==> src/rtl/rtp_pkg.sv <==
// Shared constants, data types and the arctangent table of the rectangular-to-polar
// converter. Depends on nothing; every other module imports it.
`default_nettype none

package rtp_pkg;

	// coordinate width and number of rotation cells
	localparam int CW         = 16;
	localparam int ITERATIONS = 16;

	// guard bits below the coordinate point in the rotation datapath
	localparam int GUARD   = 16;
	localparam int DP_W    = CW + GUARD + 2;
	localparam int Z_W     = 34;
	localparam int SHIFT_W = $clog2(ITERATIONS);

	// square-root datapath widths
	localparam int SUM_W = 2 * CW;
	localparam int REM_W = CW + 3;

	// output widths and limits
	localparam int MAG_W     = 16;
	localparam int PH_W      = 16;
	localparam int PHASE_MAX = 25736;
	localparam int MAG_CMP_W = (CW + 1 > MAG_W + 1) ? CW + 1 : MAG_W + 1;

	// pi/2 in Q2.30
	localparam logic signed [Z_W-1:0] HALF_PI = Z_W'(1686629713);

	// chain length shared by both rows of cells, and request-to-result latency
	localparam int LEN     = (ITERATIONS > CW + 1) ? ITERATIONS : CW + 1;
	localparam int LATENCY = LEN + 3;

	// one rotation cell's worth of data
	typedef struct packed {
		logic                   vld;
		logic                   org;
		logic signed [DP_W-1:0] x;
		logic signed [DP_W-1:0] y;
		logic signed [Z_W-1:0]  z;
	} cordic_t;

	// one square-root cell's worth of data
	typedef struct packed {
		logic [SUM_W-1:0] rad;
		logic [REM_W-1:0] rem;
		logic [CW-1:0]    root;
	} sqrt_t;

	// atan(2^-i) in radians, Q2.30
	function automatic logic [31:0] atan_q30(input logic [4:0] idx);
		logic [31:0] v;
		case (idx)
			5'd0:  v = 32'h3243F6A8;
			5'd1:  v = 32'h1DAC6705;
			5'd2:  v = 32'h0FADBAFC;
			5'd3:  v = 32'h07F56EA6;
			5'd4:  v = 32'h03FEAB76;
			5'd5:  v = 32'h01FFD55B;
			5'd6:  v = 32'h00FFFAAA;
			5'd7:  v = 32'h007FFF55;
			5'd8:  v = 32'h003FFFEA;
			5'd9:  v = 32'h001FFFFD;
			5'd10: v = 32'h000FFFFF;
			5'd11: v = 32'h0007FFFF;
			5'd12: v = 32'h0003FFFF;
			5'd13: v = 32'h0001FFFF;
			5'd14: v = 32'h0000FFFF;
			5'd15: v = 32'h00007FFF;
			5'd16: v = 32'h00003FFF;
			5'd17: v = 32'h00001FFF;
			5'd18: v = 32'h00000FFF;
			5'd19: v = 32'h000007FF;
			5'd20: v = 32'h000003FF;
			5'd21: v = 32'h000001FF;
			5'd22: v = 32'h000000FF;
			5'd23: v = 32'h0000007F;
			5'd24: v = 32'h0000003F;
			5'd25: v = 32'h0000001F;
			5'd26: v = 32'h0000000F;
			5'd27: v = 32'h00000008;
			5'd28: v = 32'h00000004;
			5'd29: v = 32'h00000002;
			5'd30: v = 32'h00000001;
			default: v = 32'h00000000;
		endcase
		return v;
	endfunction

endpackage

`default_nettype wire

==> src/rtl/rtp_finish.sv <==
// Output stage: rounds the root and the angle, clamps both and registers the result.
// Depends on rtp_pkg for widths, limits and the chain data types.
`default_nettype none

module rtp_finish import rtp_pkg::*; (
	input  logic                    clk,
	input  logic                    arst_n,
	input  cordic_t                 cin,
	input  sqrt_t                   sin,
	output logic                    done,
	output logic        [MAG_W-1:0] magnitude,
	output logic signed [PH_W-1:0]  phase
);

	logic        [CW:0]          mag_r;
	logic        [MAG_CMP_W-1:0] mag_x;
	logic        [MAG_W-1:0]     mag_n;
	logic signed [Z_W-1:0]       zsum;
	logic signed [Z_W-1:0]       zr;
	logic signed [PH_W-1:0]      ph_n;
	logic                        done_q;
	logic        [MAG_W-1:0]     magnitude_q;
	logic signed [PH_W-1:0]      phase_q;

	// round the root up when the remainder exceeds it, then saturate
	always_comb begin
		mag_r = {1'b0, sin.root} + (CW+1)'(sin.rem > REM_W'(sin.root));
		mag_x = MAG_CMP_W'(mag_r);
		if (mag_x > MAG_CMP_W'({MAG_W{1'b1}})) begin
			mag_n = {MAG_W{1'b1}};
		end else begin
			mag_n = mag_x[MAG_W-1:0];
		end
	end

	// round Q2.30 to Q3.13, clamp to plus/minus pi, zero at the origin
	always_comb begin
		zsum = cin.z + Z_W'(65536);
		zr   = zsum >>> 17;
		if (zr > Z_W'(PHASE_MAX)) begin
			zr = Z_W'(PHASE_MAX);
		end else if (zr < -Z_W'(PHASE_MAX)) begin
			zr = -Z_W'(PHASE_MAX);
		end
		ph_n = cin.org ? '0 : zr[PH_W-1:0];
	end

	// strobe the result
	always_ff @(posedge clk or negedge arst_n) begin
		if (!arst_n) begin
			done_q <= 1'b0;
		end else begin
			done_q <= cin.vld;
		end
	end

	// hold the result values
	always_ff @(posedge clk) begin
		magnitude_q <= mag_n;
		phase_q     <= ph_n;
	end

	assign done      = done_q;
	assign magnitude = magnitude_q;
	assign phase     = phase_q;

endmodule

`default_nettype wire

==> config.mk <==
export PLATFORM = sky130hd
export DESIGN_NAME = rtp_finish
export DESIGN_NICKNAME = d
export VERILOG_FILES = /design/src/rtl/rtp_pkg.sv /design/src/rtl/rtp_finish.sv
export SDC_FILE = /design/constraint.sdc
export NUM_CORES = 1
export LEC_CHECK = 0
export BUFFER_PORTS_ARGS = -buffer_cell sky130_fd_sc_hd__buf_4
export CORE_ASPECT_RATIO = 1.5
export CORE_MARGIN = 2
export CORE_UTILIZATION = 38
export CTS_CLUSTER_SIZE = 14
export DETAILED_ROUTE_END_ITERATION = 7
export HOLD_SLACK_MARGIN = 0.15
export PLACE_DENSITY = 0.81
export SETUP_SLACK_MARGIN = 0.2
export SKIP_LAST_GASP = 1
export SYNTH_ARGS = -nofsm -noshare
export SYNTH_HDL_FRONTEND = slang
export SYNTH_SLANG_ARGS = --single-unit
==> constraint.sdc <==
create_clock -name clk -period 0.8 [get_ports clk]
set_input_delay 0.12 -clock clk [delete_from_list [all_inputs] [get_ports clk]]
set_output_delay 0.12 -clock clk [all_outputs]
set_load 0.05 [all_outputs]
==> metrics.txt <==
Setup CP Type input pin to flop; DRT antenna net count 0; Leak 2.224 nW; Peak VDD IR 0.0007241 V; clock sink total 33; Seq/Total Area, Yosys 0.2818; Distinct cells, synth 54; Hold Fails Final Rpt 0; DRC Markers 0; Clk pin slew, worst setup/hold paths 0.07 ns; I/O pin total 206; DR WL/cell 21.28 um; Port Buffers 89; DIE WIDTH 68.38 um; failing checks negative setup slack; critical path arrival 2.38 ns; n_diodes 0; gr usage total 0.2950; Starting Density 0.3881; max-cap violations 0; die area 0.006876 mm2; Placer Congestion 0.9576; Power per Cell Area 1210 mW/mm2; hpwl dp 6612 um; CP startpoint sin[11]; CP Max Fanout 6; vias in the first global route 3214; fin crit period around 2.2 ns; CTS tree built; max frequency 452.9 MHz; cell count after synthesis 295; yosys warns 0; DR vias 3168; Final WS setup -1.408 ns; Synth Net Count between 400 and 500; CTS H-Tree Depth 2; mean area per synthesized cell between 8 and 9 um2; routed wire length 11710 um; row cnt 35; Synth Flop Type dfxtp_1; DRT iter0 DRCs 193; CTS Buf Count 5; RSZ-0062 raised after global routing yes; Setup crit end magnitude[15]; Min Hold Slack around 0.11 ns; clk root buf clkbuf_8; Setup crit start kind input pin; Pre-antenna DRT Iters 4; Seq cells post-synth 33; Tcrit/Tclk final 2.760; global-route wire length before repair 15000 um; status finished with violations; Crit. End Element flop; Final TNS setup -39.08 ns; mapped cell area 0.002362 mm2; Slew Viols, Final 0; clk buf depth 2; Worst EP required approximately 0.97 ns; Total Nets Final 667; worst-margin pin slew 0.3963 ns; share of cells above drive strength 1 0.7269; Core ar. 0.006087 mm2; die height 100.6 um; path category of the worst min-delay check input pin to flop; global route total overflow 0; count of flip-flops with a built-in enable after synthesis 0; Vias/cell 5.760; largest net degree at the start of global routing 17; worst hold start sin[10]; Slew HR 0.7333; # setup viols final 65; P&R area growth vs syn 115.0%; Post-synth ARST share 0.03030; initial antenna violation count 0
## metrics by stage
step	total power, mW	cell area, um2	utilization	std cells	setup WS (ns)
final	6.145	5080	0.8345	550	-1.408
after global routing	6.366	5080	0.8345	550	-1.509
after CTS	5.808	4688	0.7702	543	-1.318
after detailed placement	3.830	3941	0.6475	520	-1.762
after global placement	3.781	3941	0.6475	520	-1.620
after floorplan	2.982	2750	-	295	-1.484
## power breakdown
group          leakage, nW  total (mW)  internal, mW  switching, mW
clock network       0.0585        1.65          1.02          0.635
registers            0.283        1.87          1.79         0.0847
logic                 1.88        2.62          1.26           1.36
total                 2.22        6.15          4.06           2.08
## synthesized netlist by cell type (all sizes together) (2+ instances only)
library cell   n  share of area
a21o           3         0.0095
inv           23          0.037
nand2         21          0.033
dfxtp         32           0.27
nand2b         5          0.013
o31a           2         0.0074
ha            19           0.10
a21oi         20          0.044
a211o          2         0.0074
nor2b          9          0.024
and4           2         0.0079
xnor2         20          0.074
clkbuf         8          0.013
or2            2         0.0053
nand3         16          0.036
o21ai         10          0.021
nor3          16          0.034
a32o           2         0.0085
or4            2         0.0064
and3           6          0.016
buf           11          0.025
nor4          10          0.033
a41oi          2         0.0074
xor2           3          0.011
a41o           3          0.014
or3            2         0.0053
nor2          15          0.024
nand4         11          0.038
a31oi          3         0.0079
## placed cells by master (no fill, tap or decap), drive strengths merged, types with 2 or more instances in the layout
master       Yosys  final
a21o             3      3
or2              2      2
o221a            1      2
a41oi            2      2
and3             6      6
clkbuf           8      7
nand2b           5      5
a211o            2      2
dlygate4sd3      0      2
a32o             2      2
nand3           16     16
nand4           11     11
or4              2      2
xnor2           20     20
inv             23     23
a21oi           20     20
nor2b            9      9
and4             2      2
o31a             2      2
nor4            10     10
or3              2      2
nor3            16     16
a31oi            3      3
nand2           21     22
xor2             3      3
nor2            15     15
buf             11    188
o21ai           10     10
a41o             3      3
ha              19     19
dfxtp           32     32
## critical path: stages
cell	delay (ns)
buf_4	0.09
inv_1	0.09
ha_1	0.23
a21o_1	0.18
a21oi_2	0.13
nor2b_1	0.07
o21ai_1	0.18
a21oi_2	0.08
nor4_2	0.21
nand2_2	0.11
ha_4	0.19
ha_4	0.16
and3_4	0.18
buf_4	0.14
nor3_2	0.12
a21oi_1	0.10
## logic make-up (layout without fill, tap and decap cells)
logic type	Yosys count	count (layout)	synth area share
AO/OA/AOI/OAI	55	56	0.1584
flip-flops	33	33	0.2818
adder cells (fa/ha/maj)	19	19	0.1006
AND/OR/NAND/NOR	122	123	0.2950
multiplexers	1	1	0.004237
XOR/XNOR	23	23	0.08528
buffers and inverters	42	221	0.07468
## how the worst min path moves through the flow
stage | depth (start not counted) | endpoint | slack, ns
3_3_place_gp | 1 | done | -0.11
2_1_floorplan | 0 | done | -0.18
4_1_cts | 1 | done | -0.06
3_5_place_dp | 1 | done | -0.10
5_1_grt | 2 | magnitude[10] | 0.1
6_report | 2 | magnitude[10] | 0.11
## sequential cells by signal (all words and copies together) (netlist names)
register and count:
phase 16, magnitude 16, done 1
## final cells by class
type	instances	area [um2]
Fill cell	299	1007
Clock buffer	7	86.33
Sequential cell	33	706.9
Tap cell	74	92.59
Multi-Input combinational cell	222	2241
Inverter	23	113.9
Clock inverter	1	30.03
Timing Repair Buffer	190	1809
## metal layers
metal,vias up,part of all wire,GRT usage
li1,1419,-,-
met1,1469,0.30,0.2634
met2,208,0.55,0.5668
met3,72,0.076,0.06927
met4,0,0.071,0.1708
met5,-,0,0
## what timing repair did
item / CTS / global route
pin swaps: 49 / 26
buffers inserted: 12 / 6
endpoints found under the setup margin: 65 / 65
gates cloned: 2 / 0
gates resized for setup: 117 / 77
hold buffers: 1 / 1
hold endpoints to repair: 5 / 4
(Power assumes the default switching activity.)
