`src/rtl/rtp_pkg.sv`:
```
// Shared constants, data types and the arctangent table of the rectangular-to-polar
// converter. Depends on nothing; every other module imports it.
`default_nettype none

package rtp_pkg;

	// coordinate width and number of rotation cells
	localparam int CW         = 16;
	localparam int ITERATIONS = 16;

	// guard bits below the coordinate point in the rotation datapath
	localparam int GUARD   = 16;
	localparam int DP_W    = CW + GUARD + 2;
	localparam int Z_W     = 34;
	localparam int SHIFT_W = $clog2(ITERATIONS);

	// square-root datapath widths
	localparam int SUM_W = 2 * CW;
	localparam int REM_W = CW + 3;

	// output widths and limits
	localparam int MAG_W     = 16;
	localparam int PH_W      = 16;
	localparam int PHASE_MAX = 25736;
	localparam int MAG_CMP_W = (CW + 1 > MAG_W + 1) ? CW + 1 : MAG_W + 1;

	// pi/2 in Q2.30
	localparam logic signed [Z_W-1:0] HALF_PI = Z_W'(1686629713);

	// chain length shared by both rows of cells, and request-to-result latency
	localparam int LEN     = (ITERATIONS > CW + 1) ? ITERATIONS : CW + 1;
	localparam int LATENCY = LEN + 3;

	// one rotation cell's worth of data
	typedef struct packed {
		logic                   vld;
		logic                   org;
		logic signed [DP_W-1:0] x;
		logic signed [DP_W-1:0] y;
		logic signed [Z_W-1:0]  z;
	} cordic_t;

	// one square-root cell's worth of data
	typedef struct packed {
		logic [SUM_W-1:0] rad;
		logic [REM_W-1:0] rem;
		logic [CW-1:0]    root;
	} sqrt_t;

	// atan(2^-i) in radians, Q2.30
	function automatic logic [31:0] atan_q30(input logic [4:0] idx);
		logic [31:0] v;
		case (idx)
			5'd0:  v = 32'h3243F6A8;
			5'd1:  v = 32'h1DAC6705;
			5'd2:  v = 32'h0FADBAFC;
			5'd3:  v = 32'h07F56EA6;
			5'd4:  v = 32'h03FEAB76;
			5'd5:  v = 32'h01FFD55B;
			5'd6:  v = 32'h00FFFAAA;
			5'd7:  v = 32'h007FFF55;
			5'd8:  v = 32'h003FFFEA;
			5'd9:  v = 32'h001FFFFD;
			5'd10: v = 32'h000FFFFF;
			5'd11: v = 32'h0007FFFF;
			5'd12: v = 32'h0003FFFF;
			5'd13: v = 32'h0001FFFF;
			5'd14: v = 32'h0000FFFF;
			5'd15: v = 32'h00007FFF;
			5'd16: v = 32'h00003FFF;
			5'd17: v = 32'h00001FFF;
			5'd18: v = 32'h00000FFF;
			5'd19: v = 32'h000007FF;
			5'd20: v = 32'h000003FF;
			5'd21: v = 32'h000001FF;
			5'd22: v = 32'h000000FF;
			5'd23: v = 32'h0000007F;
			5'd24: v = 32'h0000003F;
			5'd25: v = 32'h0000001F;
			5'd26: v = 32'h0000000F;
			5'd27: v = 32'h00000008;
			5'd28: v = 32'h00000004;
			5'd29: v = 32'h00000002;
			5'd30: v = 32'h00000001;
			default: v = 32'h00000000;
		endcase
		return v;
	endfunction

endpackage

`default_nettype wire

```
`src/rtl/rtp_cordic_cell.sv`:
```
// One vectoring micro-rotation cell of the phase chain.
// Depends on rtp_pkg for widths, the cordic_t type and the arctangent table.
`default_nettype none

module rtp_cordic_cell import rtp_pkg::*; (
	input  logic               clk,
	input  logic               arst_n,
	input  logic [SHIFT_W-1:0] shift,
	input  cordic_t            cin,
	output cordic_t            cout
);

	logic signed [DP_W-1:0] xs;
	logic signed [DP_W-1:0] ys;
	logic signed [Z_W-1:0]  da;
	cordic_t                nxt;
	cordic_t                dat_q;
	logic                   vld_q;

	// rotate toward the x axis, accumulate the angle
	always_comb begin
		xs  = cin.x >>> shift;
		ys  = cin.y >>> shift;
		da  = $signed({{(Z_W-32){1'b0}}, atan_q30(5'(shift))});
		nxt = cin;
		if (!cin.y[DP_W-1]) begin
			nxt.x = cin.x + ys;
			nxt.y = cin.y - xs;
			nxt.z = cin.z + da;
		end else begin
			nxt.x = cin.x - ys;
			nxt.y = cin.y + xs;
			nxt.z = cin.z - da;
		end
	end

	// advance the request marker
	always_ff @(posedge clk or negedge arst_n) begin
		if (!arst_n) begin
			vld_q <= 1'b0;
		end else begin
			vld_q <= cin.vld;
		end
	end

	// advance the data
	always_ff @(posedge clk) begin
		dat_q <= nxt;
	end

	always_comb begin
		cout     = dat_q;
		cout.vld = vld_q;
	end

endmodule

`default_nettype wire

```
`config.mk`:
```
export PLATFORM = sky130hd
export DESIGN_NAME = rtp_cordic_cell
export DESIGN_NICKNAME = d
export VERILOG_FILES = /design/src/rtl/rtp_pkg.sv /design/src/rtl/rtp_cordic_cell.sv
export SDC_FILE = /design/constraint.sdc
export NUM_CORES = 1
export LEC_CHECK = 0
export BUFFER_PORTS_ARGS = -buffer_cell sky130_fd_sc_hd__buf_2
export CAP_MARGIN = 0
export CORE_MARGIN = 4
export CORE_UTILIZATION = 50
export CTS_CLUSTER_SIZE = 16
export DETAILED_ROUTE_END_ITERATION = 10
export PLACE_DENSITY = 0.72
export SYNTH_ARGS = -nofsm -noshare
export SYNTH_HDL_FRONTEND = slang
export SYNTH_SLANG_ARGS = --single-unit
```
`constraint.sdc`:
```
create_clock -name clk -period 0.8 [get_ports clk]
set_input_delay 0.08 -clock clk [delete_from_list [all_inputs] [get_ports clk]]
set_output_delay 0.08 -clock clk [all_outputs]
set_load 0.03 [all_outputs]
```
==> metrics.cfg, run 1 <==
[timing]
finalMaxSlewViolations=0
grt_setup_unrepaired=true
max_clock_freq_ghz=0.190
finalCritPeriodShare_pct=659
period_minus_slack_ns=5.27
worst_pin_slew_ns=0.779
fin_hold_ws_ns=0.0126
relSlewSlack_pct=47.5
fin_ws_ns=-4.47
setup_violations=206
finalHoldViolCount=0

[layout]
area_growth_pct=68.2
drive_gt1_share_pct=55.8
final_core_util_pct=85.4
final_cell_mix=633 x buf_4, 173 x buf_2, 132 x nand2_1
layout.cells.most_common=buf_4
design_area_um2=22200
nets=2621

[die]
dieHeight_um=170
io_pins=214
start_util_pct=50.8
die_area_um2=29100
core.rowCount=59
core-area_um2=26000
chipWidth_um=170

[clock_tree]
tritoncts=built
cts_root_buf=clkbuf_16
path_clk_slew_ns=0.08
numCtsBuffers=9
clock-sinks=104
clock_path_buffers=2
htree_levels=3

[global_route]
grt_start_max_net_pins=38
grt_util_all_layers_pct=37.5
grt_pass1_vias=16100
grt_pass1_wl_mm=86.3
gr-total-overflow=0
antenna_found_initial=1

[worst_setup_path]
cp.required_ns=1.05
max_stage_delay_ns=0.55
arrival_ns=5.52
end_kind=register
path_max_fanout=8
worstSetupPathType=input pin to register
critPathSlowestCell=mux4_2
start_kind=input pin
cpMostUsedCell=buf_4

[routing]
drt_wl_total_mm=67.9
vias=17900
drcViolationCount=0
drt_iter0_drc=2265
viasPerCell=6.52
first_pass_iters=8
wl_per_cell_um=24.8
postRouteAntennaNets=0

[power_and_ir_drop]
powerDensity_nw_per_um2=2050
vdd_drop_max_mv=2.95
leakagePower_nw=10.2

[synth]
synth_area_per_cell_um2=8.48
ys.flop_type=dfxtp_1
netlist_area_um2=13200
synth_top_cell_by_area=dfxtp_1
synth-edff-count=0
ys_types=80
synth_top_area_share_pct=15.6
syn_nets=1780
synth_cells=1557
ys_ff_latch=104
synth_area_leaders=dfxtp_1 16%, mux4_2 15%, ha_1 10%
async_reset_ff_share_pct=0.962
yosysSeqAreaShare_pct=15.8
yosysWarnings=0

[outcome]
status=complete, but fails checks
violations=negative setup slack

[place]
dp_hpwl_mm=43.8
place_congestion=1.05
place_ws_ns=-4.76
placed_cell_area_um2=19300
io_buffers=213

[job]
maxCapViolations=0

[hold_path]
hold_class=input pin to register

[report_power, final]
group	internal (mW)	total, mW	switching, mW	leakage [nW]
Sequential	7.49	8.23	0.743	0.881
Combinational	14.5	32.1	17.6	9.22
Clock	2.37	5.06	2.69	0.149
[registers in the layout (all words and copies together), names as in the netlist]
register  cells
cout        103
vld_q         1
[Yosys cell counts, drive strengths merged, types with 4 or more instances]
master	instances
dfxtp	103
mux2	32
a2111oi	4
buf	38
ha	110
nor2b	19
xnor2	116
nor4	5
a21boi	8
o31a	5
a21oi	147
mux4	88
and3	20
o21bai	10
o31ai	6
o21ai	93
o32ai	4
a211o	5
or2	9
a41oi	4
nor3	47
a21o	30
a211oi	14
o21a	31
nand4	10
and2	14
nand2	141
nor3b	4
nor2	126
mux2i	45
or3	8
nand2b	19
clkbuf	44
a31oi	26
inv	37
o211ai	8
nand3	28
and4	5
o22ai	5
xor2	53
[worst paths after layout]
kind / slack [ns] / end / cells past startpoint / start
worst max-delay path: -4.47 / cout[96]$_DFF_P_ / 25 / shift[0]
worst min-delay path: 0.01 / cout[33]$_DFF_P_ / 3 / cin[33]
max in group asynchronous: 0.69 / vld_q$_DFF_PN0_ / 2 / arst_n
min in group asynchronous: 0.02 / vld_q$_DFF_PN0_ / 2 / arst_n
[layout make-up]
cell class,count,area [um2]
repair buffers,912,7040
flip-flops and latches,104,2130
inverters,38,158
well taps,335,419
multi-input cells,1333,12200
diodes,1,2.50
clock buffers,11,253
fillers,1322,3780
clock inverters,5,46.3
[cell families (layout without fill, tap and decap cells)]
| group | Yosys count | in the layout | share of synthesized area, % |
|---|---|---|---|
| buffers and inverters | 120 | 966 | 4.01 |
| adders and majority gates | 113 | 113 | 10.9 |
| DFF | 104 | 104 | 15.8 |
| xor gates and xnor gates | 169 | 169 | 11.3 |
| AOI/OAI and AO/OA | 425 | 425 | 20.1 |
| and+or+nand+nor | 461 | 461 | 16.8 |
| other | 0 | 1 | 0 |
| muxes | 165 | 165 | 21.2 |
[critical path: cells and delay by family]
family	cells	cell delay, ns
buf+inv	7	0.98
simple gates	5	0.57
xor+xnor	2	0.50
mux	1	0.55
fa+ha+maj	1	0.34
compound gates	9	2.45
[layer usage]
layer  vias to the layer above  part of all wire, %  global-route usage, %  wire (um)
met3                       485                   11                   5.76       7440
met1                      8371                   35                   47.5      23600
met4                         0                  6.8                   13.0       4620
li1                       7459                    -                      -          -
met2                      1546                   47                   65.0      32200
met5                         -                    0                      0          0
[per-stage QoR]
| stage | power (mW) | cells | TNS, ns |
|---|---|---|---|
| final | 45.4 | 2739 | -331.78 |
| after floorplan | 23.0 | 1557 | -311.62 |
| after global routing | 47.1 | 2739 | -343.20 |
| after detailed placement | 33.7 | 2636 | -359.37 |
| after global placement | 33.0 | 2636 | -351.94 |
| after CTS | 40.6 | 2687 | -311.43 |
[repair_timing]
item                       4_1_cts  5_1_grt
hold buffers                     3        0
gates resized for setup        199      289
setup endpoints to repair      206      206
buffers inserted                31       56
pin swaps                       66      139
cloned                           2        2
hold endpoints to repair         3        0
Note: power is estimated with default switching activity, not from simulation.
==> run 2, diff against run 1 <==
Settings changed: CAP_MARGIN 0 to unset, CORE_MARGIN 4 to unset.
==> run 2 against run 1 <==
Compared with the run above: first-iteration DRC count is 3.8% lower; global-route usage increased by 1.5 points; largest power group unchanged; highest routed layer is now met5; largest cell class unchanged; combinational power barely moved; clock-buffer cell count stayed put; power fell by 0.68%; non-clock buffer count rose by 2; setup slack better by 0.30 ns; design area grew 1.4%; the flow still finishes with violations (negative setup slack); cell count about the same; via count fell by 1.9%; critical path depth grew 4.
==> metrics.cfg, run 2 (synthesis gave the netlist of run 1 again) <==
[timing]
max_clock_freq_ghz=0.201  ; +6.1%
fin_ws_ns=-4.17  ; +0.302 ns
finalHoldViolCount=0  ; unchanged
relSlewSlack_pct=52.8  ; +5.2 points
period_minus_slack_ns=4.97  ; -0.302 ns
finalCritPeriodShare_pct=621  ; -38 points
grt_setup_unrepaired=true
worst_pin_slew_ns=0.709  ; -0.0701 ns
finalMaxSlewViolations=0  ; unchanged
setup_violations=206  ; unchanged

[clock_tree]
cts_root_buf=clkbuf_16
htree_levels=3  ; unchanged
tritoncts=built
clock_path_buffers=2  ; unchanged
path_clk_slew_ns=0.08  ; about the same
clock-sinks=104  ; unchanged
numCtsBuffers=9  ; unchanged

[place]
dp_cells=2616  ; -0.76%
placed_cell_area_um2=19100  ; -0.78%
io_buffers=213  ; unchanged
dp_hpwl_mm=41.5  ; -5.3%
place_congestion=1.02  ; -2.5%

[global_route]
grt_util_all_layers_pct=39.0  ; +1.5 points
gr-total-overflow=0  ; unchanged
grt_pass1_wl_mm=81.7  ; -5.3%
grt_start_max_net_pins=54  ; +42%
grt_pass1_vias=15600  ; -2.8%
antenna_found_initial=1  ; unchanged

[power_and_ir_drop]
leakagePower_nw=10.4  ; +1.3%
p_seq_share_pct=18.0  ; about the same
power.internal_mw=24.5  ; +0.58%
powerDensity_nw_per_um2=2000  ; -2.1%
vdd_drop_max_mv=1.97  ; -33%
total_power_mw=45.1  ; -0.68%
swShare_pct=45.6  ; -0.68 points
p_sw_mw=20.6  ; -2.1%
clkPwrFrac_pct=11.0  ; about the same
combPwrFrac_pct=71.0  ; +0.3 points

[layout]
final_cell_mix=611 x buf_4, 180 x buf_2, 135 x nand2_1
largest_reg_flops=103  ; unchanged
layout.cells.most_common=buf_4
nets=2623  ; +0.076%
antennaDiodeCount=0  ; -1
stdcell_count=2740  ; +0.037%
design_area_um2=22500  ; +1.4%
fillers=1304  ; -1.4%
area_growth_pct=70.6
drive_gt1_share_pct=56.2  ; +0.41 points

[worst_setup_path]
cp.required_ns=1.07  ; +0.02 ns
start_kind=input pin
max_stage_delay_ns=0.48  ; -0.07 ns
path_delay_family=compound AO/OA/AOI/OAI gates
cpMostUsedCell=buf_6
critPathBufInv=11  ; +4
arrival_ns=5.24  ; -0.28 ns
path_max_fanout=7  ; -1
end_kind=register
worstSetupPathType=input pin to register
critPathSlowestCell=mux4_2

[die]
core.rowCount=59  ; unchanged
core-area_um2=26000  ; unchanged
dieHeight_um=164  ; -3.5%
start_util_pct=50.8  ; unchanged
die_area_um2=27100  ; -6.9%
chipWidth_um=164  ; -3.5%
io_pins=214  ; unchanged

[job]
maxCapViolations=0  ; unchanged

[routing]
vias=17500  ; -1.9%
drt_wl_total_mm=64.3  ; -5.2%
drcViolationCount=0  ; unchanged
wl_per_cell_um=23.5  ; -5.2%
drt_iter0_drc=2180  ; -3.8%
postRouteAntennaNets=0  ; unchanged
first_pass_iters=9  ; +1
viasPerCell=6.39  ; -1.9%

[hold_path]
hold_class=input pin to register

[outcome]
violations=negative setup slack
status=complete, but fails checks

==> run 2: cell types whose count changed in the layout (fill, tap and decap cells not counted), sizes merged <==
cell,delta
dlygate4sd3,+1
inv,-1
clkinvlp,+1
buf,-3
diode,-1
clkbuf,+4
==> run 2: worst min-delay path, stage by stage <==
cell and delay (ns):
buf_2 0.09, xnor2_1 0.07, xnor2_1 0.13
==> run 2: final cells by class <==
cell class                      instances  area [um2]  area share (%)
Clock buffer                           11         253            1.12
Clock inverter                          5        47.5           0.211
Inverter                               38         160           0.711
Multi-Input combinational cell       1333       12300            54.8
Sequential cell                       104        2120            9.41
Tap cell                              335         419            1.86
Timing Repair Buffer                  914        7180            31.9
==> run 2: through the flow <==
step / TNS (ns) / worst slack, ns / hold WS, ns / util, %
detailed placement: -367.42 / -4.68 / -0.143 / 73.5
global route: -342.30 / -4.24 / 0.0382 / 86.6
finish: -329.64 / -4.17 / 0.0235 / 86.6
global placement: -363.05 / -4.60 / -0.145 / 73.5
CTS: -310.22 / -4.03 / 0.0211 / 78.6
floorplan: -311.62 / -4.48 / -0.216 / -
==> run 2: power groups by stage <==
stage	Clock, mW	Sequential [mW]	Combinational, mW
6_report	4.96	8.13	32.0
5_1_grt	5.15	8.37	33.5
4_1_cts	4.91	7.96	27.1
3_5_place_dp	0	7.91	25.4
3_3_place_gp	0	7.87	25.0
2_1_floorplan	0	12.4	10.6
==> run 2: final timing paths <==
kind	start	to	slack, ns	cells after the start
setup / recovery	shift[0]	cout[99]$_DFF_P_	-4.17	29
hold / removal	cin[33]	cout[33]$_DFF_P_	0.02	3
max in group asynchronous	arst_n	vld_q$_DFF_PN0_	0.14	3
min in group asynchronous	arst_n	vld_q$_DFF_PN0_	0.55	3
==> run 2: per-layer routing <==
layer	share of wire [%]	vias up	track usage, %	wire, um
li1	-	7482	-	-
met1	35	8274	47.7	22800
met2	46	1343	66.8	29800
met3	11	421	6.65	7150
met4	7.0	2	17.1	4500
met5	0.016	-	0	10
==> run 2: what timing repair did <==
item | CTS | global route
cloned | 2 | 5
endpoints found under the hold margin | 3 | 0
pin swaps | 72 | 150
hold buffers | 4 | 0
setup endpoints to repair | 206 | 206
buffers inserted | 31 | 72
gates resized for setup | 177 | 334
