## config.mk

```make
export PLATFORM = sky130hd
export DESIGN_NAME = rtp_sqrt_cell
export DESIGN_NICKNAME = d
export VERILOG_FILES = /design/src/rtl/rtp_pkg.sv /design/src/rtl/rtp_sqrt_cell.sv
export SDC_FILE = /design/constraint.sdc
export NUM_CORES = 1
export LEC_CHECK = 0
export ABC_AREA = 0
export BUFFER_PORTS_ARGS = -buffer_cell sky130_fd_sc_hd__buf_2
export CAP_MARGIN = 20
export CORE_ASPECT_RATIO = 0.5
export CORE_MARGIN = 1.5
export CORE_UTILIZATION = 47
export DETAILED_ROUTE_END_ITERATION = 8
export GPL_ROUTABILITY_DRIVEN = 0
export PLACE_DENSITY = 0.84
export SYNTH_ARGS = -nofsm -noshare
export SYNTH_HDL_FRONTEND = slang
export SYNTH_SLANG_ARGS = --single-unit
```

## constraint.sdc

```tcl
create_clock -name clk -period 3.3 [get_ports clk]
set_input_delay 0.33 -clock clk [delete_from_list [all_inputs] [get_ports clk]]
set_output_delay 0.33 -clock clk [all_outputs]
set_load 0.02 [all_outputs]
```

## src/rtl/rtp_pkg.sv

```systemverilog
// Shared constants, data types and the arctangent table of the rectangular-to-polar
// converter. Depends on nothing; every other module imports it.
`default_nettype none

package rtp_pkg;

	// coordinate width and number of rotation cells
	localparam int CW         = 16;
	localparam int ITERATIONS = 16;

	// guard bits below the coordinate point in the rotation datapath
	localparam int GUARD   = 16;
	localparam int DP_W    = CW + GUARD + 2;
	localparam int Z_W     = 34;
	localparam int SHIFT_W = $clog2(ITERATIONS);

	// square-root datapath widths
	localparam int SUM_W = 2 * CW;
	localparam int REM_W = CW + 3;

	// output widths and limits
	localparam int MAG_W     = 16;
	localparam int PH_W      = 16;
	localparam int PHASE_MAX = 25736;
	localparam int MAG_CMP_W = (CW + 1 > MAG_W + 1) ? CW + 1 : MAG_W + 1;

	// pi/2 in Q2.30
	localparam logic signed [Z_W-1:0] HALF_PI = Z_W'(1686629713);

	// chain length shared by both rows of cells, and request-to-result latency
	localparam int LEN     = (ITERATIONS > CW + 1) ? ITERATIONS : CW + 1;
	localparam int LATENCY = LEN + 3;

	// one rotation cell's worth of data
	typedef struct packed {
		logic                   vld;
		logic                   org;
		logic signed [DP_W-1:0] x;
		logic signed [DP_W-1:0] y;
		logic signed [Z_W-1:0]  z;
	} cordic_t;

	// one square-root cell's worth of data
	typedef struct packed {
		logic [SUM_W-1:0] rad;
		logic [REM_W-1:0] rem;
		logic [CW-1:0]    root;
	} sqrt_t;

	// atan(2^-i) in radians, Q2.30
	function automatic logic [31:0] atan_q30(input logic [4:0] idx);
		logic [31:0] v;
		case (idx)
			5'd0:  v = 32'h3243F6A8;
			5'd1:  v = 32'h1DAC6705;
			5'd2:  v = 32'h0FADBAFC;
			5'd3:  v = 32'h07F56EA6;
			5'd4:  v = 32'h03FEAB76;
			5'd5:  v = 32'h01FFD55B;
			5'd6:  v = 32'h00FFFAAA;
			5'd7:  v = 32'h007FFF55;
			5'd8:  v = 32'h003FFFEA;
			5'd9:  v = 32'h001FFFFD;
			5'd10: v = 32'h000FFFFF;
			5'd11: v = 32'h0007FFFF;
			5'd12: v = 32'h0003FFFF;
			5'd13: v = 32'h0001FFFF;
			5'd14: v = 32'h0000FFFF;
			5'd15: v = 32'h00007FFF;
			5'd16: v = 32'h00003FFF;
			5'd17: v = 32'h00001FFF;
			5'd18: v = 32'h00000FFF;
			5'd19: v = 32'h000007FF;
			5'd20: v = 32'h000003FF;
			5'd21: v = 32'h000001FF;
			5'd22: v = 32'h000000FF;
			5'd23: v = 32'h0000007F;
			5'd24: v = 32'h0000003F;
			5'd25: v = 32'h0000001F;
			5'd26: v = 32'h0000000F;
			5'd27: v = 32'h00000008;
			5'd28: v = 32'h00000004;
			5'd29: v = 32'h00000002;
			5'd30: v = 32'h00000001;
			default: v = 32'h00000000;
		endcase
		return v;
	endfunction

endpackage

`default_nettype wire

```

## src/rtl/rtp_sqrt_cell.sv

```systemverilog
// One digit cell of the square-root chain: brings in two radicand bits, decides one root bit.
// Depends on rtp_pkg for widths and the sqrt_t type.
`default_nettype none

module rtp_sqrt_cell import rtp_pkg::*; (
	input  logic  clk,
	input  sqrt_t sin,
	output sqrt_t sout
);

	logic [REM_W-1:0] rn;
	logic [REM_W-1:0] trial;
	logic             ge;
	sqrt_t            nxt;

	// trial subtract of (4*root + 1) from the shifted remainder
	always_comb begin
		rn       = {sin.rem[REM_W-3:0], sin.rad[SUM_W-1 -: 2]};
		trial    = {1'b0, sin.root, 2'b01};
		ge       = (rn >= trial);
		nxt.rad  = {sin.rad[SUM_W-3:0], 2'b00};
		nxt.rem  = ge ? (rn - trial) : rn;
		nxt.root = {sin.root[CW-2:0], ge};
	end

	// hand the partial result to the next cell
	always_ff @(posedge clk) begin
		sout <= nxt;
	end

endmodule

`default_nettype wire

```

==> results of run 1 <==
routing by layer:
layer,vias up,track usage (%),part of all wire (%)
met3,9,5.69,6.4
met2,75,35.8,50
li1,1085,-,-
met5,-,0,0
met1,953,21.3,42
met4,0,10.5,1.5
cells in the mapped netlist, types with 2 or more instances:
library cell  instances  area, sq um
ha_1                 18          225
nand2_1              17         63.8
buf_4                 4         30.0
a21o_1                9         67.6
a21oi_1               7         35.0
xnor2_1               5         43.8
o21ai_0              21          105
nand3_1               5         25.0
nand2b_1              2         12.5
nor2_1               10         37.5
o211ai_1              4         30.0
a211o_1               2         17.5
nor3_1                3         15.0
xor2_1                9         78.8
dfxtp_1              65         1300
o21a_1                3         22.5
or3_1                 2         12.5
o22ai_1               2         12.5
inv_1                22         82.6
how the worst max path moves through the flow:
stage | endpoint | cells past startpoint
3_5_place_dp | sout[20]$_DFF_P_ | 11
2_1_floorplan | sout[26]$_DFF_P_ | 8
6_report | sout[20]$_DFF_P_ | 11
3_3_place_gp | sout[20]$_DFF_P_ | 11
5_1_grt | sout[20]$_DFF_P_ | 11
4_1_cts | sout[20]$_DFF_P_ | 11
cell type report:
cell class              instances  area [sq um]
fillers                       406          1570
flip-flops and latches         65          1300
multi-input cells             144          1030
repair buffers                131           658
clock buffers                  10           128
clock inverters                 6           116
well taps                      70          87.6
inverters                      22          82.6
power by group through the flow:
stage | combinational [uW] | sequential [uW] | clock [uW]
after floorplan | 187 | 1000 | 0
after global placement | 428 | 894 | 0
after detailed placement | 441 | 897 | 0
after CTS | 443 | 879 | 825
after global routing | 483 | 885 | 862
final | 443 | 878 | 811
worst max-delay path, stage by stage:
cell and delay (ns):
buf_2 0.08, inv_1 0.04, ha_1 0.36, a21o_1 0.24, a211o_1 0.30, a31oi_2 0.28, o21ai_1 0.18, a31oi_4 0.37
buf_4 0.31, a211oi_1 0.07, a21o_1 0.16
cell families after synthesis:
| family | after synthesis | synth area share, % |
|---|---|---|
| flip-flops | 65 | 53.0 |
| other | 1 | 0.153 |
| XOR/XNOR | 14 | 4.99 |
| AND/OR/NAND/NOR | 46 | 9.42 |
| AO/OA/AOI/OAI | 62 | 17.3 |
| adder cells (fa/ha/maj) | 18 | 9.17 |
| buffers and inverters | 28 | 5.19 |
| multiplexers | 2 | 0.866 |
cell usage in the layout, fill, tap and decap left out, types with 2 or more instances in the layout:
cell type | Yosys | final
clkinv_4 | 0 | 3
nand3_1 | 5 | 5
conb_1 | 1 | 2
inv_1 | 22 | 22
or3_1 | 2 | 2
ha_1 | 18 | 18
bufinv_16 | 0 | 3
o211ai_1 | 4 | 4
o21ai_0 | 21 | 21
buf_2 | 0 | 130
nor2_1 | 10 | 10
a21oi_1 | 7 | 7
xor2_1 | 9 | 9
o22ai_1 | 2 | 2
nor3_1 | 3 | 3
a211o_1 | 2 | 2
a21o_1 | 9 | 9
xnor2_1 | 5 | 5
clkbuf_8 | 0 | 9
o21a_1 | 3 | 3
nand2b_1 | 2 | 2
nand2_1 | 17 | 17
dfxtp_1 | 65 | 65
metrics by stage:
step	utilization (%)	setup WS [ns]	area (sq um)	hold slack [ns]	total power, uW
floorplan	-	1.09	2460	0.358	1190
global placement	63.5	0.574	3160	0.432	1320
detailed placement	63.5	0.482	3160	0.434	1340
CTS	68.4	0.844	3410	0.0779	2150
global route	68.4	0.685	3410	0.0723	2230
finish	68.4	0.804	3410	0.0919	2130
==> results.yml, run 1 <==
finish:
  final_nets: 459
  area_delta_synth_final_pct: 38.6
  drive_gt1_share_pct: 40.5
  diodes: 0
  largest_register_ffs: 65
  top_regs: "sout (65)"
  fin_cells: 448
  top_register: "sout"
clock_tree:
  path_clk_slew_ns: 0.07
  root_buffer: "clkbuf_8"
  ctsHoldBuffers: 0
  postCtsSetupRepairBufs: 0
  htree_num_levels: 3
  cts_buffers: 9
  tritoncts: "built"
  post_cts_resized: 0
  cts_max_path_buffers: 2
  cts_sinks: 65
synth:
  synth_edf_count: 0
  ys_warn_count: 0
  ys_seq_area_share_pct: 53.0
  synthFlopType: "dfxtp_1"
  ys_types: 45
  syn_area_sq_um: 2460
  ys_ff_latch: 65
  async_flop_share_pct: 0
  synthCells: 236
  synth.avg_cell_area_sq_um: 10.4
route:
  wire_per_inst_um: 12.3
  vias: 2122
  drtAntennaViolNets: 0
  post-route-drc-count: 0
  drt_iter0_markers: 125
  dr.pass1.iters: 4
  vias_per_cell: 4.74
  wl_mm: 5.53
timing:
  fmax_mhz: 401
  hold_viol: 0
  finalSetupViolCount: 0
  fin_crit_sh_pct: 75.6
  slew_viol_final: 0
  min_period_ns: 2.50
  rsz0062_at_grt: "no"
  fin_tns_setup_ns: 0
pwr:
  swShare_pct: 27.8
  p_int_uw: 1540
  power_switching_uw: 592
  p_seq_share_pct: 41.2
  combPwrFrac_pct: 20.8
  vdd_drop_max_mv: 0.326
  p_per_area_nw_per_um2: 626
  p_clk_share_pct: 38.0
  leakagePower_uw: 0.00177
global_route:
  antenna_found_initial: 0
  grt.overflow.total: 0
  grt_max_degree: 20
  grt_pass1_wl_mm: 8.47
  grt_pass1_vias: 1949
  grt.total_usage_pct: 19.5
status:
  status: "complete, no violations"
min_path:
  hold_depth: 1
  holdPathEnd: "sout[46]$_DFF_P_"
  worst_hold_path_type: "in -> reg"
  hp-start: "sin[44]"
worst_setup_path:
  crit_fanout: 19
  cp-startpoint: "sin[14]"
  start_kind: "input pin"
  crit_type: "in -> reg"
  crit_arrival_ns: 2.73
  worstPathRequired_ns: 3.53
  crit_path_end_kind: "flop"
die:
  die_w_um: 105
  io_pins: 135
  die-area_sq_um: 5700
  fp.dieH_um: 54.1
  num_rows: 18
  start_util_pct: 49.4
  core_sq_um: 4980
place:
  port_buffers: 130
  placed_cells: 432
  dp.final_hpwl_mm: 4.33
flow_run:
  cap_violations: 0
No activity file was read; power rests on OpenSTA's default activity.
==> inputs of run 2 (changes only) <==
--- a/config.mk
+++ b/config.mk
@@ -10,10 +10,10 @@
 export CAP_MARGIN = 20
 export CORE_ASPECT_RATIO = 0.5
 export CORE_MARGIN = 1.5
-export CORE_UTILIZATION = 47
+export CORE_UTILIZATION = 44
 export DETAILED_ROUTE_END_ITERATION = 8
 export GPL_ROUTABILITY_DRIVEN = 0
-export PLACE_DENSITY = 0.84
+export PLACE_DENSITY = 0.79
 export SYNTH_ARGS = -nofsm -noshare
 export SYNTH_HDL_FRONTEND = slang
 export SYNTH_SLANG_ARGS = --single-unit
==> constraint.sdc (replaced) <==
create_clock -name clk -period 2.47 [get_ports clk]
set_input_delay 0.247 -clock clk [delete_from_list [all_inputs] [get_ports clk]]
set_output_delay 0.247 -clock clk [all_outputs]
set_load 0.02 [all_outputs]
==> results.yml, run 2 (synthesis gave the netlist of run 1 again) <==
status:
  status: "complete, no violations"
finish:
  drive_gt1_share_pct: 38.3
  area_delta_synth_final_pct: 50.6
  diodes: 0
  final_area_sq_um: 3700
  layout_commonest_cell: "buf_2"
  most-common-layout-cells: "buf_2 (130), dfxtp_1 (65), dlygate4sd3_1 (26)"
  top_regs: "sout (65)"
  top_register: "sout"
  largest_register_ffs: 65
  fin_cells: 477
  final_nets: 488
die:
  die-area_sq_um: 6070
  core_sq_um: 5160
  io_pins: 135
  start_util_pct: 47.6
  fp.dieH_um: 55.8
  die_w_um: 109
  num_rows: 18
global_route:
  grt_pass1_vias: 2161
  grt.total_usage_pct: 20.2
  antenna_found_initial: 0
  grt.overflow.total: 0
  grt_max_degree: 20
  grt_pass1_wl_mm: 9.36
worst_setup_path:
  worstPathRequired_ns: 2.71
  start_kind: "input pin"
  crit_path_end_kind: "flop"
  crit_arrival_ns: 2.28
  crit_type: "in -> reg"
  path_cells: "buf_2 > inv_1 > ha_1 > or3_1 > o221a_2 > nand4_2 > nand3_4 > a31oi_4 > buf_12 > a211oi_1 > a21o_1"
  slowest_delay_ns: 0.40
  crit_buf_inv: 3
  crit_slowest_cell: "or3_1"
  crit_fanout: 19
  cp_top_family: "compound AO/OA/AOI/OAI gates"
pwr:
  p_int_uw: 2090
  power_switching_uw: 795
  p_clk_share_pct: 37.3
  leakagePower_uw: 0.00189
  vdd_drop_max_mv: 0.409
  swShare_pct: 27.5
  fin_total_pwr_uw: 2890
  p_seq_share_pct: 40.6
  combPwrFrac_pct: 22.1
  p_per_area_nw_per_um2: 781
place:
  port_buffers: 130
  placed_area_sq_um: 3200
  place_ws_ns: 0.0821
  dp.final_hpwl_mm: 4.44
  placed_cells: 435
route:
  wire_per_inst_um: 13.1
  post-route-drc-count: 0
  drtAntennaViolNets: 0
  drt_iter0_markers: 137
  dr.pass1.iters: 4
  wl_mm: 6.26
  vias: 2286
  vias_per_cell: 4.79
timing:
  fin_tns_setup_ns: 0
  fin_crit_sh_pct: 82.8
  rsz0062_at_grt: "no"
  worst_slack_ns: 0.425
  slew_viol_final: 0
  finalSetupViolCount: 0
  min_period_ns: 2.05
  fmax_mhz: 489
  hold_viol: 0
clock_tree:
  htree_num_levels: 3
  cts_sinks: 65
  post_cts_resized: 0
  cts_max_path_buffers: 2
  root_buffer: "clkbuf_8"
  cts_buffers: 9
  ctsHoldBuffers: 22
  postCtsSetupRepairBufs: 0
  path_clk_slew_ns: 0.07
  tritoncts: "built"
min_path:
  worst_hold_path_type: "in -> reg"
flow_run:
  cap_violations: 0
## run 2: cell count changes in the layout (fill, tap and decap cells not counted)
cell,delta
clkinv_4,-2
inv_6,+1
buf_4,+2
dlygate4sd3_1,+26
buf_12,+1
clkinvlp_4,+1
## run 2: per-stage QoR
step	hold slack, ns	util, %
floorplan	0.275	-
finish	0.0147	71.7
global placement	0.349	62.0
global route	0.00278	71.7
CTS	0.000388	71.0
detailed placement	0.351	62.0
## run 2: metal layers
| layer | share of wire [%] | global-route usage (%) | vias to the layer above |
|---|---|---|---|
| li1 | - | - | 1142 |
| met1 | 40 | 20.9 | 1043 |
| met2 | 51 | 37.5 | 91 |
| met3 | 7.6 | 7.03 | 10 |
| met4 | 1.2 | 7.89 | 0 |
| met5 | 0 | 0 | - |
## run 2: path summary, 6_finish.rpt
check	to	startpoint	depth (start not counted)
setup / recovery	sout[20]$_DFF_P_	sin[2]	11
hold / removal	sout[62]$_DFF_P_	sin[60]	1
## run 2: power groups by stage
stage	clock network (uW)	registers, uW	logic (uW)
3_3_place_gp	0	1190	586
5_1_grt	1140	1180	690
4_1_cts	1100	1170	631
6_report	1080	1170	638
2_1_floorplan	0	1340	249
3_5_place_dp	0	1200	599
## run 2: area by class of cell
class | instances | area, sq um
fill | 392 | 1460
sequential | 65 | 1300
multi-input combinational | 144 | 1030
timing repair buffer | 160 | 953
clock buffer | 10 | 128
clock inverter | 6 | 115
tap | 70 | 87.6
inverter | 22 | 82.6
==> inputs of run 3 (changes only) <==
--- a/config.mk
+++ b/config.mk
@@ -5,15 +5,15 @@
 export SDC_FILE = /design/constraint.sdc
 export NUM_CORES = 1
 export LEC_CHECK = 0
-export ABC_AREA = 0
+export ABC_AREA = 1
 export BUFFER_PORTS_ARGS = -buffer_cell sky130_fd_sc_hd__buf_2
 export CAP_MARGIN = 20
 export CORE_ASPECT_RATIO = 0.5
 export CORE_MARGIN = 1.5
-export CORE_UTILIZATION = 44
+export CORE_UTILIZATION = 46
 export DETAILED_ROUTE_END_ITERATION = 8
 export GPL_ROUTABILITY_DRIVEN = 0
-export PLACE_DENSITY = 0.79
+export PLACE_DENSITY = 0.8
 export SYNTH_ARGS = -nofsm -noshare
 export SYNTH_HDL_FRONTEND = slang
 export SYNTH_SLANG_ARGS = --single-unit
==> constraint.sdc (replaced) <==
create_clock -name clk -period 2 [get_ports clk]
set_input_delay 0.2 -clock clk [delete_from_list [all_inputs] [get_ports clk]]
set_output_delay 0.2 -clock clk [all_outputs]
set_load 0.02 [all_outputs]
==> results.yml, run 3 <==
status:
  status: "complete, no violations"
finish:
  area_delta_synth_final_pct: 55.6
  diodes: 0
  multiInputGateArea_sq_um: 1250
  largest_register_ffs: 65
  final_area_sq_um: 4350
  most-common-layout-cells: "nand2_1 (141), buf_2 (130), dfxtp_1 (65)"
  layout_commonest_cell: "nand2_1"
  top_regs: "sout (65)"
  final-seq-area_sq_um: 1300
  drive_gt1_share_pct: 29.5
  final_nets: 654
  n_fill_cell: 429
  top_register: "sout"
  fin_cells: 646
global_route:
  antenna_found_initial: 0
  grt.total_usage_pct: 25.2
  grt_max_degree: 19
  grt_pass1_vias: 2847
  grt.overflow.total: 0
  grt_pass1_wl_mm: 12.9
synth:
  synthTopCellsByCount: "nand2_1 (143), dfxtp_1 (65), inv_1 (55), nor2_1 (28), nand3_1 (20)"
  ys_types: 21
  synthFlopType: "dfxtp_1"
  synth_edf_count: 0
  synthTopCellsByArea: "dfxtp_1 (47%), nand2_1 (19%), ha_1 (8.1%), inv_1 (7.4%), nor2_1 (3.8%)"
  synthCells: 380
  syn_area_sq_um: 2800
  ys_ff_latch: 65
  async_flop_share_pct: 0
  synth.avg_cell_area_sq_um: 7.36
  synth_top_area_share_pct: 46.5
  ys_warn_count: 0
  synth.largest_area_cell: "dfxtp_1"
  synth_most_common_cell: "nand2_1"
  ys_seq_area_share_pct: 46.5
clock_tree:
  tritoncts: "built"
  htree_num_levels: 3
  root_buffer: "clkbuf_16"
  cts_max_path_buffers: 2
  cts_buffers: 9
  path_clk_slew_ns: 0.06
  cts_sinks: 65
timing:
  fin_crit_sh_pct: 95.6
  finalSetupViolCount: 0
  hold_viol: 0
  fmax_mhz: 523
  slew_viol_final: 0
  min_period_ns: 1.91
pwr:
  power_switching_uw: 1170
  combPwrFrac_pct: 23.0
  p_int_uw: 2780
  p_clk_share_pct: 40.2
  vdd_drop_max_mv: 0.606
  leakagePower_uw: 0.00241
  p_seq_share_pct: 36.8
  swShare_pct: 29.5
  p_per_area_nw_per_um2: 907
worst_setup_path:
  crit_arrival_ns: 2.12
  crit_fanout: 18
  start_kind: "input pin"
  worstPathRequired_ns: 2.21
  path_cells: "dlygate4sd3_1 > buf_2 > inv_1 > ha_4 > nand2_2 > inv_2 > nand2_1 > nor2_2 > nand3b_1 > nand4_4 > inv_2 > buf_12 > nand2_1 > nand2_1"
  crit_type: "in -> reg"
  crit_slowest_cell: "dlygate4sd3_1"
  crit_top_cell: "nand2_1"
  crit_path_end_kind: "flop"
  slowest_delay_ns: 0.52
  cp-startpoint: "sin[9]"
route:
  wl_met1_mm: 3.52
  post-route-drc-count: 0
  drtAntennaViolNets: 0
  wl_met3_um: 655
  route.met2.wl_mm: 3.90
  drt_iter0_markers: 209
  top_layer: "met4"
  wire_per_inst_um: 12.7
  wl_mm: 8.20
  dr.pass1.iters: 6
  vias_per_cell: 4.60
  vias: 2973
die:
  start_util_pct: 49.4
  num_rows: 19
  io_pins: 135
  die-area_sq_um: 6580
  fp.dieH_um: 58.1
  die_w_um: 113
  core_sq_um: 5660
place:
  port_buffers: 130
  dp.final_hpwl_mm: 5.44
  placed_cells: 584
  placed_area_sq_um: 3550
flow_run:
  cap_violations: 0
min_path:
  worst_hold_path_type: "in -> reg"
  hp-start: "sin[17]"
run 3: through the flow:
stage	setup slack (ns)	hold WS (ns)	total power (uW)	setup TNS (ns)	util [%]
floorplan	0.471	0.228	2000	0	-
global placement	0.185	0.302	2270	0	62.8
detailed placement	0.147	0.304	2280	0	62.8
CTS	0.00316	0.0815	3930	0	76.1
global route	-0.0402	0.0864	4130	-0.174	76.9
finish	0.0886	0.0828	3940	0	76.9
run 3: cells by family (layout without fill, tap and decap cells):
kind of cell / Yosys count / after routing / share of synthesized area [%]
AOI/OAI and AO/OA: 18 / 18 / 3.53
xor gates and xnor gates: 9 / 9 / 2.82
adders and majority gates: 18 / 18 / 8.05
buffers and inverters: 69 / 261 / 10.1
DFF: 65 / 65 / 46.5
other: 1 / 2 / 0.134
and+or+nand+nor: 200 / 200 / 28.9
run 3: final timing paths:
kind	end	slack, ns	cells past startpoint
setup / recovery	sout[28]$_DFF_P_	0.09	14
hold / removal	sout[19]$_DFF_P_	0.08	3
run 3: worst max-delay path, delay by kind of cell:
kind	cells	cell delay [ns]
fa+ha+maj	1	0.28
buf+inv	6	0.98
simple gates	7	0.66
run 3: routing by layer:
layer | track usage [%] | vias up
li1 | - | 1524
met1 | 30.8 | 1295
met2 | 45.1 | 136
met3 | 5.96 | 18
met4 | 7.68 | 0
met5 | 0 | -
run 3: power by group through the flow:
stage	sequential [uW]	clock, uW	combinational [uW]
after floorplan	1640	0	364
after global placement	1470	0	794
after detailed placement	1480	0	804
after CTS	1450	1600	880
after global routing	1460	1670	998
final	1450	1590	906
run 3: repair_timing:
item / in CTS / in global routing
setup buffers: 0 / 1
setup endpoints to repair: 0 / 20
gates resized for setup: 0 / 7
hold buffers: 45 / 0
hold endpoints to repair: 45 / 0
run 3: cell type report:
| cell class | instances | area share [%] |
|---|---|---|
| well taps | 73 | 2.10 |
| clock buffers | 10 | 5.49 |
| flip-flops and latches | 65 | 29.9 |
| clock inverters | 6 | 1.55 |
| multi-input cells | 247 | 28.8 |
| repair buffers | 181 | 26.6 |
| inverters | 64 | 5.52 |
